[src/hdl/growing_degree_day_stage_tracker_assert.svh]
// Assertion macros shared by the tracker RTL.
`ifndef GROWING_DEGREE_DAY_STAGE_TRACKER_ASSERT_SVH
`define GROWING_DEGREE_DAY_STAGE_TRACKER_ASSERT_SVH

// Same-cycle implication, sampled on clk, off while arst_n is low.
`define GDD_ASSERT_NOW(lbl, ante, cons, msg) \
	lbl: assert property (@(posedge clk) disable iff (!arst_n) (ante) |-> (cons)) \
		else $error(msg);

// Next-cycle implication, sampled on clk, off while arst_n is low.
`define GDD_ASSERT_NEXT(lbl, ante, cons, msg) \
	lbl: assert property (@(posedge clk) disable iff (!arst_n) (ante) |=> (cons)) \
		else $error(msg);

`endif

[src/hdl/gdd_pkg.sv]
// Types and constants shared by the growing degree day tracker.
`timescale 1ns / 1ps
`default_nettype none

package gdd_pkg;

	localparam int TEMP_W   = 15;
	localparam int THR_W    = 20;
	localparam int RUN_W    = 18;
	localparam int UNITS_W  = 20;
	localparam int DAYS_W   = 16;
	localparam int ACC_W    = 24;
	localparam int STAGE_W  = 3;
	localparam int PCT_W    = 7;
	localparam int BAR_W    = 5;
	localparam int CFG_IDX_W = 3;
	localparam int NUM_THR  = 6;
	// numerator of progress division: total below threshold (20 bits) times up to 100
	localparam int NUM_W    = 27;
	localparam int QUO_W    = 7;

	localparam logic [CFG_IDX_W-1:0] REG_BASE = 3'd0;
	localparam logic [CFG_IDX_W-1:0] REG_THR1 = 3'd1;
	localparam logic [CFG_IDX_W-1:0] REG_THR6 = 3'd6;

	localparam logic signed [TEMP_W-1:0] BASE_RESET = 15'sd1000;
	localparam logic [THR_W-1:0] THR_RESET [NUM_THR] = '{
		20'd1289, 20'd6441, 20'd9133, 20'd9931, 20'd11277, 20'd15324
	};

	localparam logic signed [RUN_W-1:0] MAX_EMPTY = -18'sd99900;
	localparam logic signed [RUN_W-1:0] MIN_EMPTY = 18'sd99900;

	localparam logic [PCT_W-1:0] PCT_FULL = 7'd100;
	localparam logic [QUO_W-1:0] PCT_SCALE = 7'd100;

	typedef enum logic [3:0] {
		S_IDLE,
		S_UPDATE,
		S_ADD,
		S_STAGE,
		S_PREPP,
		S_DIVP,
		S_PREPB,
		S_DIVB,
		S_DONE
	} state_t;

	typedef struct packed {
		logic                     upd;
		logic                     close;
		logic                     add;
		logic signed [TEMP_W-1:0] temperature;
	} day_ctrl_t;

endpackage

`default_nettype wire

[src/hdl/gdd_cmpsub.sv]
// Shared compare and subtract unit used for stage checks and division steps.
`timescale 1ns / 1ps
`default_nettype none

module gdd_cmpsub #(
	parameter int W = 28
) (
	input  wire logic [W-1:0] a,
	input  wire logic [W-1:0] b,
	output logic              ge,
	output logic [W-1:0]      diff
);
	logic [W:0] wide;

	assign wide = {1'b0, a} - {1'b0, b};
	// no borrow out means a >= b
	assign ge   = ~wide[W];
	assign diff = wide[W-1:0];
endmodule

`default_nettype wire

[src/hdl/gdd_day.sv]
// Daily extremes, heat units, day counter and saturating heat total.
`timescale 1ns / 1ps
`default_nettype none

module gdd_day #(
	parameter int TOTAL_WIDTH = 24
) (
	input  wire logic                                 clk,
	input  wire logic                                 arst_n,
	input  wire gdd_pkg::day_ctrl_t                   ctrl,
	input  wire logic signed [gdd_pkg::TEMP_W-1:0]    base,
	output logic signed [gdd_pkg::RUN_W-1:0]          shown_max,
	output logic signed [gdd_pkg::RUN_W-1:0]          shown_min,
	output logic [gdd_pkg::UNITS_W-1:0]               units,
	output logic [gdd_pkg::DAYS_W-1:0]                days,
	output logic [TOTAL_WIDTH-1:0]                    total
);
	import gdd_pkg::*;

	localparam int SW = ((TOTAL_WIDTH > UNITS_W) ? TOTAL_WIDTH : UNITS_W) + 1;

	logic signed [RUN_W-1:0] max_q, min_q, shown_max_q, shown_min_q;
	logic [UNITS_W-1:0]      units_q;
	logic [DAYS_W-1:0]       days_q;
	logic [TOTAL_WIDTH-1:0]  total_q;

	logic signed [RUN_W-1:0] t_ext, max_new, min_new;
	logic signed [20:0]      d;
	logic [UNITS_W-1:0]      units_new;
	logic [SW-1:0]           tsum;
	logic                    tsat;

	assign t_ext   = RUN_W'(ctrl.temperature);
	assign max_new = (t_ext > max_q) ? t_ext : max_q;
	assign min_new = (t_ext < min_q) ? t_ext : min_q;

	// twice the mean minus twice the base; halve only when positive
	assign d         = 21'(max_q) + 21'(min_q) - 21'(base) - 21'(base);
	assign units_new = (d <= 21'sd0) ? '0 : UNITS_W'(d >>> 1);

	assign tsum = SW'(total_q) + SW'(units_q);
	assign tsat = tsum > SW'({TOTAL_WIDTH{1'b1}});

	always_ff @(posedge clk or negedge arst_n) begin
		if (!arst_n) begin
			max_q   <= MAX_EMPTY;
			min_q   <= MIN_EMPTY;
			units_q <= '0;
			days_q  <= '0;
			total_q <= '0;
		end else begin
			if (ctrl.upd && !ctrl.close) begin
				max_q <= max_new;
				min_q <= min_new;
			end
			if (ctrl.upd && ctrl.close) begin
				units_q <= units_new;
				max_q   <= MAX_EMPTY;
				min_q   <= MIN_EMPTY;
				if (days_q != {DAYS_W{1'b1}}) begin
					days_q <= days_q + DAYS_W'(1);
				end
			end
			if (ctrl.add) begin
				total_q <= tsat ? {TOTAL_WIDTH{1'b1}} : TOTAL_WIDTH'(tsum);
			end
		end
	end

	// values shown with the result: new extremes on a sample, closed day's on a close
	always_ff @(posedge clk) begin
		if (ctrl.upd) begin
			shown_max_q <= ctrl.close ? max_q : max_new;
			shown_min_q <= ctrl.close ? min_q : min_new;
		end
	end

	assign shown_max = shown_max_q;
	assign shown_min = shown_min_q;
	assign units     = units_q;
	assign days      = days_q;
	assign total     = total_q;
endmodule

`default_nettype wire

[src/hdl/growing_degree_day_stage_tracker.sv]
// Growing degree day tracker: sequencer, configuration and result register.
//
// Input channel (in_valid/in_ready): func 0 is a temperature sample in
// hundredths of a degree C, func 1 closes the current day. Each request gives
// exactly one result on the output channel (out_valid/out_ready).
// A day close takes an extra add step before the stage checks; once the total
// has reached the final threshold the division is skipped. All steps share the
// single compare/subtract unit: six threshold checks, then two 7-step restoring
// divisions for percent and bar progress. in_ready is high only while the
// sequencer is idle, so one request is in work at a time; the next is accepted
// at the edge after the result is loaded into the output register.
// The result sits in an output register; a new request is accepted while it
// waits. If the receiver stalls, the next result holds in the sequencer until
// the register frees up, and in_ready stays low meanwhile.
// Configuration: cfg_we writes cfg_data to register cfg_index (0 base
// temperature, 1..6 stage thresholds) at the clock edge; write only when idle.
// Reset (arst_n low) restores default registers, empty day, zero total.
`timescale 1ns / 1ps
`default_nettype none

module growing_degree_day_stage_tracker #(
	parameter int BAR_STEPS   = 30,
	parameter int TOTAL_WIDTH = 24
) (
	input  wire logic                                clk,
	input  wire logic                                arst_n,
	input  wire logic                                cfg_we,
	input  wire logic [gdd_pkg::CFG_IDX_W-1:0]       cfg_index,
	input  wire logic [gdd_pkg::THR_W-1:0]           cfg_data,
	input  wire logic                                in_valid,
	output logic                                     in_ready,
	input  wire logic                                func,
	input  wire logic signed [gdd_pkg::TEMP_W-1:0]   temperature,
	output logic                                     out_valid,
	input  wire logic                                out_ready,
	output logic                                     day_closed,
	output logic [gdd_pkg::DAYS_W-1:0]               day_count,
	output logic signed [gdd_pkg::RUN_W-1:0]         day_maximum,
	output logic signed [gdd_pkg::RUN_W-1:0]         day_minimum,
	output logic [gdd_pkg::UNITS_W-1:0]              daily_units,
	output logic [gdd_pkg::ACC_W-1:0]                accumulated_units,
	output logic [gdd_pkg::STAGE_W-1:0]              growth_stage,
	output logic [gdd_pkg::PCT_W-1:0]                progress_percent,
	output logic [gdd_pkg::BAR_W-1:0]                bar_fill
);
	import gdd_pkg::*;

	localparam int TW = TOTAL_WIDTH;
	localparam int UW = (TW > NUM_W) ? TW : NUM_W;
	localparam logic [QUO_W-1:0] BAR_K = QUO_W'(BAR_STEPS);

	state_t state_q, state_d;

	logic signed [TEMP_W-1:0] base_q;
	logic [THR_W-1:0]         thr_q [NUM_THR];

	logic                     func_q;
	logic signed [TEMP_W-1:0] temp_q;
	logic [2:0]               cnt_q;
	logic [STAGE_W-1:0]       stage_q;
	logic                     cap_q;
	logic [NUM_W-1:0]         rem_q, dv_q;
	logic [QUO_W-1:0]         quo_q, pct_q;

	logic                     out_valid_q;
	logic                     closed_q;
	logic [DAYS_W-1:0]        count_q;
	logic signed [RUN_W-1:0]  omax_q, omin_q;
	logic [UNITS_W-1:0]       ounits_q;
	logic [ACC_W-1:0]         oacc_q;
	logic [STAGE_W-1:0]       ostage_q;
	logic [PCT_W-1:0]         opct_q;
	logic [BAR_W-1:0]         obar_q;

	day_ctrl_t                ctrl;
	logic signed [RUN_W-1:0]  shown_max, shown_min;
	logic [UNITS_W-1:0]       units;
	logic [DAYS_W-1:0]        days;
	logic [TW-1:0]            total;

	logic [UW-1:0]            op_a, op_b, diff;
	logic                     ge;
	logic                     use_stage;
	logic                     load_out;
	logic [THR_W-1:0]         total20;
	logic [NUM_W-1:0]         prod;

	gdd_day #(
		.TOTAL_WIDTH(TW)
	) u_day (
		.clk      (clk),
		.arst_n   (arst_n),
		.ctrl     (ctrl),
		.base     (base_q),
		.shown_max(shown_max),
		.shown_min(shown_min),
		.units    (units),
		.days     (days),
		.total    (total)
	);

	gdd_cmpsub #(
		.W(UW)
	) u_cmpsub (
		.a   (op_a),
		.b   (op_b),
		.ge  (ge),
		.diff(diff)
	);

	// configuration registers
	always_ff @(posedge clk or negedge arst_n) begin
		if (!arst_n) begin
			base_q <= BASE_RESET;
			for (int i = 0; i < NUM_THR; i++) begin
				thr_q[i] <= THR_RESET[i];
			end
		end else if (cfg_we) begin
			if (cfg_index == REG_BASE) begin
				base_q <= cfg_data[TEMP_W-1:0];
			end else if (cfg_index >= REG_THR1 && cfg_index <= REG_THR6) begin
				thr_q[cfg_index - REG_THR1] <= cfg_data;
			end
		end
	end

	// next state
	always_comb begin
		state_d = state_q;
		case (state_q)
			S_IDLE:   if (in_valid) state_d = S_UPDATE;
			S_UPDATE: state_d = func_q ? S_ADD : S_STAGE;
			S_ADD:    state_d = S_STAGE;
			S_STAGE:  if (cnt_q == 3'(NUM_THR - 1)) state_d = ge ? S_DONE : S_PREPP;
			S_PREPP:  state_d = S_DIVP;
			S_DIVP:   if (cnt_q == 3'(QUO_W - 1)) state_d = S_PREPB;
			S_PREPB:  state_d = S_DIVB;
			S_DIVB:   if (cnt_q == 3'(QUO_W - 1)) state_d = S_DONE;
			S_DONE:   if (!out_valid_q || out_ready) state_d = S_IDLE;
			default:  state_d = S_IDLE;
		endcase
	end

	// control outputs
	always_comb begin
		in_ready          = (state_q == S_IDLE);
		ctrl.upd          = (state_q == S_UPDATE);
		ctrl.add          = (state_q == S_ADD);
		ctrl.close        = func_q;
		ctrl.temperature  = temp_q;
		use_stage         = (state_q == S_STAGE);
		load_out          = (state_q == S_DONE) && (!out_valid_q || out_ready);
	end

	assign op_a = use_stage ? UW'(total) : UW'(rem_q);
	assign op_b = use_stage ? UW'(thr_q[cnt_q]) : UW'(dv_q);

	// total is below the final threshold whenever the divisions run
	assign total20 = THR_W'(total);
	assign prod    = NUM_W'(total20) *
		NUM_W'((state_q == S_PREPP) ? PCT_SCALE : BAR_K);

	always_ff @(posedge clk or negedge arst_n) begin
		if (!arst_n) begin
			state_q     <= S_IDLE;
			cnt_q       <= '0;
			out_valid_q <= 1'b0;
		end else begin
			state_q <= state_d;
			if (state_q == S_STAGE || state_q == S_DIVP || state_q == S_DIVB) begin
				cnt_q <= cnt_q + 3'd1;
			end else begin
				cnt_q <= '0;
			end
			if (load_out) begin
				out_valid_q <= 1'b1;
			end else if (out_ready) begin
				out_valid_q <= 1'b0;
			end
		end
	end

	// request capture and shared-unit datapath
	always_ff @(posedge clk) begin
		if (in_valid && in_ready) begin
			func_q <= func;
			temp_q <= temperature;
		end
		case (state_q)
			S_UPDATE: stage_q <= '0;
			S_STAGE: begin
				stage_q <= stage_q + STAGE_W'(ge);
				if (cnt_q == 3'(NUM_THR - 1)) begin
					cap_q <= ge;
				end
			end
			S_PREPP, S_PREPB: begin
				if (state_q == S_PREPB) begin
					pct_q <= quo_q;
				end
				rem_q <= prod;
				dv_q  <= NUM_W'(thr_q[NUM_THR-1]) << (QUO_W - 1);
				quo_q <= '0;
			end
			S_DIVP, S_DIVB: begin
				if (ge) begin
					rem_q <= NUM_W'(diff);
				end
				quo_q <= {quo_q[QUO_W-2:0], ge};
				dv_q  <= dv_q >> 1;
			end
			default: begin
			end
		endcase
	end

	// result register
	always_ff @(posedge clk) begin
		if (load_out) begin
			closed_q <= func_q;
			count_q  <= days;
			omax_q   <= shown_max;
			omin_q   <= shown_min;
			ounits_q <= units;
			oacc_q   <= ACC_W'(total);
			ostage_q <= stage_q;
			opct_q   <= cap_q ? PCT_FULL : PCT_W'(pct_q);
			obar_q   <= cap_q ? BAR_W'(BAR_STEPS) : BAR_W'(quo_q);
		end
	end

	assign out_valid         = out_valid_q;
	assign day_closed        = closed_q;
	assign day_count         = count_q;
	assign day_maximum       = omax_q;
	assign day_minimum       = omin_q;
	assign daily_units       = ounits_q;
	assign accumulated_units = oacc_q;
	assign growth_stage      = ostage_q;
	assign progress_percent  = opct_q;
	assign bar_fill          = obar_q;

	`include "growing_degree_day_stage_tracker_assert.svh"

	`GDD_ASSERT_NEXT(a_accept_starts, in_valid && in_ready, state_q == S_UPDATE, "accept did not start update")
	`GDD_ASSERT_NEXT(a_stage_exit, state_q == S_STAGE && cnt_q == 3'(NUM_THR - 1), state_q == S_PREPP || state_q == S_DONE, "stage scan overran")
	`GDD_ASSERT_NOW(a_pct_range, out_valid_q, opct_q <= PCT_FULL && ostage_q <= STAGE_W'(NUM_THR), "progress or stage out of range")
	`GDD_ASSERT_NOW(a_close_counts, out_valid_q && closed_q, count_q != '0, "day close without day count")
endmodule

`default_nettype wire

[config.mk]
export PLATFORM = sky130hd
export DESIGN_NAME = growing_degree_day_stage_tracker
export DESIGN_NICKNAME = d
export VERILOG_FILES = /design/src/hdl/gdd_pkg.sv /design/src/hdl/gdd_cmpsub.sv /design/src/hdl/gdd_day.sv /design/src/hdl/growing_degree_day_stage_tracker.sv
export VERILOG_INCLUDE_DIRS = /design/src /design/src/hdl
export SDC_FILE = /design/constraint.sdc
export NUM_CORES = 1
export LEC_CHECK = 0
export ABC_AREA = 1
export BUFFER_PORTS_ARGS = -buffer_cell sky130_fd_sc_hd__buf_2
export CORE_MARGIN = 5
export CORE_UTILIZATION = 62
export CTS_CLUSTER_DIAMETER = 40
export DETAILED_ROUTE_END_ITERATION = 8
export PLACE_DENSITY = 0.81
export SLEW_MARGIN = 20
export SYNTH_ARGS = -nofsm -noshare
export SYNTH_HDL_FRONTEND = slang
export SYNTH_SLANG_ARGS = --single-unit
export TNS_END_PERCENT = 20
[constraint.sdc]
create_clock -name clk -period 7.84 [get_ports clk]
set_input_delay 0.784 -clock clk [delete_from_list [all_inputs] [get_ports clk]]
set_output_delay 0.784 -clock clk [all_outputs]
set_load 0.03 [all_outputs]
After elaboration in Yosys (flattened, before gate mapping) --
Index checks and enable logic that the tools add are counted.
Storage, ports and cells: register bits 475, output and inout bits 114, logic and storage cells 135
Cells by class: add/subtract/negate cells 9, multiply operators 1, $lt $le $gt $ge 9, eq/ne operators 17, multiplexer cells 35, bitwise gates (word level) 4, reductions and logical operators 26
Operators with widths (number):
- 18-bit two-way mux | 8
- 120-bit bitwise mux | 1
- 27-bit case mux with 2 select lines | 2
- 27-bit two-way mux | 3
- 20-bit two-way mux | 4
- 20-bit binary-select mux with 3-bit select | 1
- 20-bit demux with 3-bit select | 1
- 4-bit case mux with 9 select lines | 1
- 27-bit by 27-bit subtractor with 28-bit output | 1
- 20-bit by 7-bit multiplier with 27-bit output | 1
- 24-bit by 20-bit adder with 25-bit output | 1
- 25-bit by 24-bit greater-than comparator with 1-bit output (second input constant) | 1
- 24-bit two-way mux | 1
- 4-bit two-way mux | 6
- 21-bit by 1-bit less-or-equal comparator with 1-bit output (second input constant) | 1
- 21-bit by 15-bit subtractor with 21-bit output | 1
- 19-bit by 15-bit subtractor with 20-bit output | 1
- 18-bit by 18-bit adder with 19-bit output | 1
- 15-bit by 18-bit greater-than comparator with 1-bit output | 1
- 15-bit by 18-bit < comparator with 1-bit output | 1
- 16-bit by 1-bit adder with 16-bit output (second input constant) | 1
- 4-bit by 3-bit == test with 1-bit output (second input constant) | 4
- 16-bit inequality test (second input constant) | 1
- 7-bit case mux with 2 select lines | 1
- other kinds (29) | 56

Longest topological paths before layout --
Gate-level depths: netlist of run 1.
depth after elaboration 9, mapped depth 30

Cells and area by module --
A second synthesis of run 1 with hierarchy kept.
Second synthesis, totals: cells, all modules 3525, area total of the unflattened synthesis 29530.8 µm²
By module, submodules not included:
- growing_degree_day_stage_tracker | instances 1, cells each 1772, area each 17531.8 µm², seq. area each 9614.2 µm²
- gdd_day | instances 1, cells each 1323, area each 9874.5 µm², seq. area each 3504.6 µm²
- gdd_cmpsub | instances 1, cells each 430, area each 2124.5 µm², seq. area each 0.0 µm²

Worst setup path before layout of run 1 --
Ideal clock, no wire load.
path type register to register, start reg state_q[3], end reg rem_q[18], data pin, setup time 0.253 ns, arrival time 6.255 ns, required time 7.587 ns, path slack 1.332 ns, cell stages (with the launch flop) 22, buffers on the path 1, period minus slack after synthesis 6.508 ns, path through dfrtp_1 > nor2_1 > inv_1 > nor2_1 > clkinv_1 > clkbuf_1 > nand2_1 > fa_1 > fa_1 > inv_1 > fa_1 > ha_1 > ha_1 > nand2_1 > o21ai_0 > nor2_1 > o21ai_0 > a21oi_1 > o21ai_0 > nand2_1 > nand3_1 > nand2_1
On the way: word-level cells in the longest chain between the ends 5
Ends and longest elaborated chain:
- from (decl) | RTL line growing_degree_day_stage_tracker.sv:52 | state_t state_q, state_d;
- from (signal assigned) | RTL line growing_degree_day_stage_tracker.sv:169 | state_q <= state_d;
- parallel branches: the longest is 4 deep, another holds 20-bit by 7-bit multiplier with 27-bit output
- 27-bit case mux with 2 select lines (*) | RTL line growing_degree_day_stage_tracker.sv:189 | case (state_q)
- to (signal assigned) | RTL line growing_degree_day_stage_tracker.sv:201 | rem_q <= prod;
- to (signal assigned) | RTL line growing_degree_day_stage_tracker.sv:207 | rem_q <= NUM_W'(diff);
- to (decl) | RTL line growing_degree_day_stage_tracker.sv:62 | logic [NUM_W-1:0] rem_q, dv_q;
Every way passes the cells marked *. The select of a mux whose other input is x is not followed. A chain may end at the register's enable or synchronous reset.

Worst setup path after layout of run 1 --
start reg state_q[0], end reg rem_q[18], data pin
Same word-level chain as after synthesis.

==> results of run 1 <==
[synth_stat cells (25+ instances only)]
cell,count
nand2_1,747
inv_1,416
o21ai_0,383
nor2_1,288
edfxtp_1,235
ha_1,186
dfrtp_1,174
nand3_1,161
a21oi_1,155
fa_1,93
clkbuf_1,91
dfstp_2,65
xnor2_1,40
xor2_1,37
o211ai_1,25
[stage by stage]
step	area, um^2	cells	hold slack, ps
6_report	32610	4126	157.4
5_1_grt	32610	4126	177.9
4_1_cts	32610	4126	155.3
3_5_place_dp	30250	4004	405.4
3_3_place_gp	30250	4004	402.1
2_1_floorplan	28890	3316	400.3
[critical path: cells and delay by family (launching register included)]
kind	cells	cell delay [ps]
flip-flops	1	420
AO/OA/AOI/OAI	4	900
AND/OR/NAND/NOR	8	1200
adder cells (fa/ha/maj)	5	2210
buffers and inverters	5	1110
[worst max path at each step]
stage	from	to	depth (start not counted)
after CTS	state_q[0]	rem_q[18]	22
after floorplan	state_q[3]	rem_q[18]	21
after detailed placement	state_q[0]	rem_q[18]	22
final	state_q[0]	rem_q[18]	22
after global routing	state_q[0]	rem_q[18]	22
after global placement	state_q[0]	rem_q[18]	22
[logic make-up after synthesis]
family | Yosys count | synth area share, %
xor gates and xnor gates | 77 | 2.334
buffers and inverters | 525 | 6.955
AOI/OAI and AO/OA | 675 | 12.67
DFF | 474 | 45.41
adders and majority gates | 279 | 14.50
and+or+nand+nor | 1285 | 18.12
other | 1 | 0.01298
[layout make-up]
| class | instances | area share (%) |
|---|---|---|
| Multi-Input combinational cell | 2317 | 42.28 |
| Inverter | 424 | 4.881 |
| Tap cell | 607 | 2.329 |
| Clock buffer | 72 | 5.265 |
| Sequential cell | 474 | 40.23 |
| Clock inverter | 50 | 1.961 |
| Timing Repair Buffer | 182 | 3.054 |
[per-layer routing]
metal	routed length (um)	GRT usage, %
met4	2929	11.03
met5	27	0
met2	35100	46.89
met1	33310	44.09
met3	6676	6.486
[registers in the layout (all words and copies together) (netlist names), 4 cells and up]
| name | cells |
|---|---|
| accumulated_units | 24 |
| bar_fill | 5 |
| state_q | 4 |
| day_maximum | 18 |
| progress_percent | 7 |
| daily_units | 20 |
| dv_q | 26 |
| rem_q | 27 |
| temp_q | 15 |
| u_day.total | 24 |
| u_day.min_q | 18 |
| day_minimum | 18 |
| u_day.days | 16 |
| u_day.max_q | 18 |
| u_day.units | 20 |
| quo_q | 7 |
| u_day.shown_min | 18 |
| pct_q | 7 |
| u_day.shown_max | 18 |
| thr_q | 120 |
| base_q | 15 |
| day_count | 16 |
==> run metrics, run 1 <==
Final nets=3,788; most common cell after layout, fill and taps aside=nand2_1; CP Capture Type=flop; Period minus WS final=6101 ps; Seq/Total Area, Yosys=45.41%; # H-tree levels=3; R2R setup slack=1740 ps; synthesis warning total=0; Area Overhead vs Synth=12.86%; DIE AREA=51,020 um^2; Tcrit/Tclk final=77.82%; first-pass GRT wire length=124.7 mm; total I/O pin count=158; max_slew headroom=26.85%; Synth Flop Type=edfxtp_1; synthesis-stage register bit count=474; initial drt markers=2,487; drt wl/cell=18.91 um; Clock Tree Buf Depth=3; Slew Limit Fails=0; routed wire length=78.04 mm; Post-CTS Setup Bufs=0; FF-to-FF path depth=22; crit path DAT=6440 ps; CP peak stage delay=570 ps; fraction of layout cells with a size suffix above 1=11.31%; post-synth top area cell=edfxtp_1; Cell Area, Synth=28,890 um^2; Synth cell types=49; Crit-path slowest cell=clkinv_1; outcome=finished clean; fin util=70.34%; vias in the first global route=23,500; Final Hold Fails=0; drt drc=0; CP required=8180 ps; Placer Congestion=0.9682; setup ws final=1739 ps; CTS clk-pin slew, worst paths=60 ps; FP Rows=79; Pre-antenna DRT Iters=6; Clock Sinks=474; Final HPWL DP=56.41 mm; post-route ant nets=0; PortBufs=157; vias per inst=5.782; Max-cap violations=0; CTS hold repair buffers=0; worst-margin pin slew=1096 ps; CP Cell Sequence=nor2_1 -> inv_1 -> nor2_1 -> buf_4 -> clkinv_1 -> nor2_1 -> inv_1 -> fa_1 -> fa_1 -> inv_1 -> fa_1 -> ha_1 -> ha_1 -> nand2_1 -> o21ai_0 -> nor2_1 -> o21ai_0 -> a21oi_1 -> o21ai_0 -> nand2_1 -> nand3_1 -> nand2_1; Cells after Synth=3,316; pin count of the biggest net entering global routing=176; Clock Latency Late Sink=610 ps; Syn Nets=3,639; most frequent cells in the layout=746 x nand2_1, 415 x inv_1, 383 x o21ai_0; via count=23,860; Worst R2R Start=state_q[0]; Resized cells post-CTS=0; TritonCTS clock tree=yes; hold crit path type=input port to async pin; DP Worst Slack=1844 ps; crit start category=flop; Global Route Usage Sum=30.73%; CP max FO=22; most frequent CP cell=nor2_1; ant diodes=0; Final setup viols=0; setup_tns=0 ps; Synth Area per Inst=8.712 um^2; Reg area=13,120 um^2; fmax=163.9 MHz; CTS buffer count=66; post-synth top area share=24.43%; Final Skew=29.49 ps; initial antenna violation count=2; GRT overflow=0; worst reg2reg endpoint=rem_q[18]; Crit Path Class=flop to flop; unrepaired setup endpoints after global routing=no; # fillers=3,514; post-synthesis async set-or-reset flop share=50.42%; root buffer cell=clkbuf_16; Die Y-Extent=225.9 um; Multi-input gate area=13,780 um^2; number of synthesized flops with an enable pin=235; Core ar.=46,360 um^2; Horiz. Die Dim=225.9 um; starting density of the core=62.32%; Synth area leaders=edfxtp_1 24%, dfrtp_1 15%, nand2_1 9.7%
Power of run 1 is not shown: default switching activity piles up to over one toggle a cycle in this logic, so the estimate is an artifact.
==> run 2: changes to the inputs <==
--- a/config.mk
+++ b/config.mk
@@ -6,13 +6,13 @@
 export SDC_FILE = /design/constraint.sdc
 export NUM_CORES = 1
 export LEC_CHECK = 0
-export ABC_AREA = 1
+export ABC_AREA = 0
 export BUFFER_PORTS_ARGS = -buffer_cell sky130_fd_sc_hd__buf_2
 export CORE_MARGIN = 5
-export CORE_UTILIZATION = 62
+export CORE_UTILIZATION = 56
 export CTS_CLUSTER_DIAMETER = 40
 export DETAILED_ROUTE_END_ITERATION = 8
-export PLACE_DENSITY = 0.81
+export PLACE_DENSITY = 0.77
 export SLEW_MARGIN = 20
 export SYNTH_ARGS = -nofsm -noshare
 export SYNTH_HDL_FRONTEND = slang
==> constraint.sdc (replaced) <==
create_clock -name clk -period 5.6 [get_ports clk]
set_input_delay 0.56 -clock clk [delete_from_list [all_inputs] [get_ports clk]]
set_output_delay 0.56 -clock clk [all_outputs]
set_load 0.03 [all_outputs]
==> run 2 against run 1 <==
  * Worst hold slack worse by 35 ps
  * Final cell count down 19%
  * Fmax up 12%
  * Setup slack worse by 1600 ps
  * Critical endpoint is now rem_q[25]
  * Highest routed layer is now met4
==> run metrics, run 2 <==
min-delay src=temperature[12]; synthesis warning total=0; total I/O pin count=158; Placer Congestion=0.9284; starting density of the core=56.59%; Area Overhead vs Synth=13.13%; initial drt markers=1,455; WHS Path Cells=1; CP Capture Type=flop; initial antenna violation count=0; Hold Path End=temp_q[12]; Final setup viols=0; Synth area leaders=edfxtp_1 25%, dfrtp_1 15%, ha_1 8.2%; unrepaired setup endpoints after global routing=yes; Synth Area per Inst=11.51 um^2; ant diodes=0; fraction of layout cells with a size suffix above 1=22.64%; DIE AREA=55,200 um^2; GRT overflow=0; Die Y-Extent=234.9 um; post-synth top area cell=edfxtp_1; Cell Area, Synth=28,330 um^2; Commonest cells post-synth=235 x edfxtp_1, 207 x inv_1, 198 x nand2_1; Cells after Synth=2,461; Slew Limit Fails=0; synthesis-stage register bit count=474; top-count cell post-synth=edfxtp_1; Pre-antenna DRT Iters=7; most frequent cells in the layout=235 x edfxtp_1, 206 x inv_1, 196 x nand2_1; post-route ant nets=0; Clock Latency Late Sink=610 ps; Final nets=2,944; pin count of the biggest net entering global routing=139; crit start category=flop; hold crit path type=input port to flop; outcome=finished clean; FF-to-FF path depth=17; worst-margin pin slew=1126 ps; number of synthesized flops with an enable pin=235; Period minus WS final=5434 ps; FP Rows=82; Seq/Total Area, Yosys=46.30%; Final Hold Fails=0; via count=19,680; most common cell after layout, fill and taps aside=edfxtp_1; Clock Sinks=474; root buffer cell=clkbuf_16; Synth Flop Type=edfxtp_1; TritonCTS clock tree=yes; Clock Tree Buf Depth=3; routed wire length=65.51 mm; drt drc=0; drt wl/cell=19.59 um; CTS clk-pin slew, worst paths=60 ps; Core ar.=50,070 um^2; CP required=5940 ps; max_slew headroom=24.92%; fmax=184.0 MHz; Global Route Usage Sum=23.22%; Horiz. Die Dim=234.9 um; Largest regs=thr_q: 120 flops, rem_q: 27 flops, dv_q: 26 flops; most flop-heavy register=thr_q; CTS buffer count=59; vias in the first global route=19,550; Post-DP Area=29,870 um^2; Synth cell types=97; R2R setup slack=170 ps; PortBufs=157; CP max FO=26; Tcrit/Tclk final=97.03%; Crit Path Class=flop to flop; max reg flops=120; Max-cap violations=0; Final Skew=18.18 ps; fin util=64.02%; Worst R2R Start=state_q[1]; first-pass GRT wire length=105.7 mm; # H-tree levels=2; worst reg2reg endpoint=rem_q[25]; crit path DAT=5770 ps; vias per inst=5.884; Final HPWL DP=47.93 mm; Syn Nets=2,784; post-synth top area share=24.91%; final hold slack=122.0 ps; post-synthesis async set-or-reset flop share=50.42%; final instance area=32,050 um^2
## run 2: changes by cell type after synthesis, sizes merged, moves of 36 or more
cell,change
inv,-213
mux2,+169
mux2i,+36
nand2,-556
nand3,-117
nor2,-138
o21ai,-286
## run 2: through the flow
| stage | setup TNS, ps | cells | setup slack [ps] |
|---|---|---|---|
| after floorplan | 0 | 2461 | 316.1 |
| after global placement | 0 | 3229 | 259.0 |
| after detailed placement | -25.76 | 3229 | -24.00 |
| after CTS | 0 | 3341 | 3.620 |
| after global routing | -143.2 | 3344 | -81.77 |
| final | 0 | 3344 | 166.3 |
## run 2: kinds of logic (layout without fill, tap and decap cells)
group	Yosys count	after routing	synth area share, %
compound gates	495	495	12.17
xor+xnor	107	107	3.307
fa+ha+maj	279	279	14.78
buf+inv	306	517	4.261
flops	474	474	46.30
mux	225	225	9.657
other cells	1	1	0.01323
simple gates	574	574	9.507
## run 2: cell type report
class / instances / area [um^2]
tap: 672 / 840.8
sequential: 474 / 13120
fill: 3917 / 18010
inverter: 210 / 788.3
clock inverter: 37 / 464.2
timing repair buffer: 195 / 1129
multi-input combinational: 1681 / 14080
clock buffer: 75 / 1630
## run 2: worst max path at each step
stage	start	end	slack, ps	cells past startpoint
finish	state_q[1]	rem_q[25]	170	17
global route	state_q[1]	rem_q[23]	-80	17
CTS	state_q[3]	rem_q[19]	4	17
detailed placement	state_q[3]	rem_q[19]	-20	17
global placement	state_q[3]	rem_q[25]	260	20
floorplan	state_q[1]	rem_q[19]	320	21
## run 2: what timing repair did
item,4_1_cts,5_1_grt
endpoints found under the hold margin,0,38
gates resized for setup,1,8
pin swaps,0,2
setup buffers,0,1
endpoints found under the setup margin,3,21
hold buffers,0,1
## run 2: per-layer routing
metal / part of all wire (%) / global-route usage, % / vias up
met3: 7.4 / 5.230 / 100
met2: 46 / 36.05 / 650
met4: 2.5 / 6.123 / 0
li1: - / - / 9196
met1: 44 / 33.50 / 9730
met5: 0 / 0 / -
## run 2: worst max-delay path: stages (launching register included)
cell and delay [ps]:
dfrtp_1 450, nor2_1 200, nand2_2 150, buf_12 190, nor2_1 230, fa_1 470
fa_1 540, fa_1 500, ha_1 310, ha_1 370, a21o_1 220, a211o_1 300
or3_1 320, nor3_2 270, o311ai_1 170, and4b_1 210, nor4_1 170, a21oi_1 70
Power of run 2 is left out for the same reason.
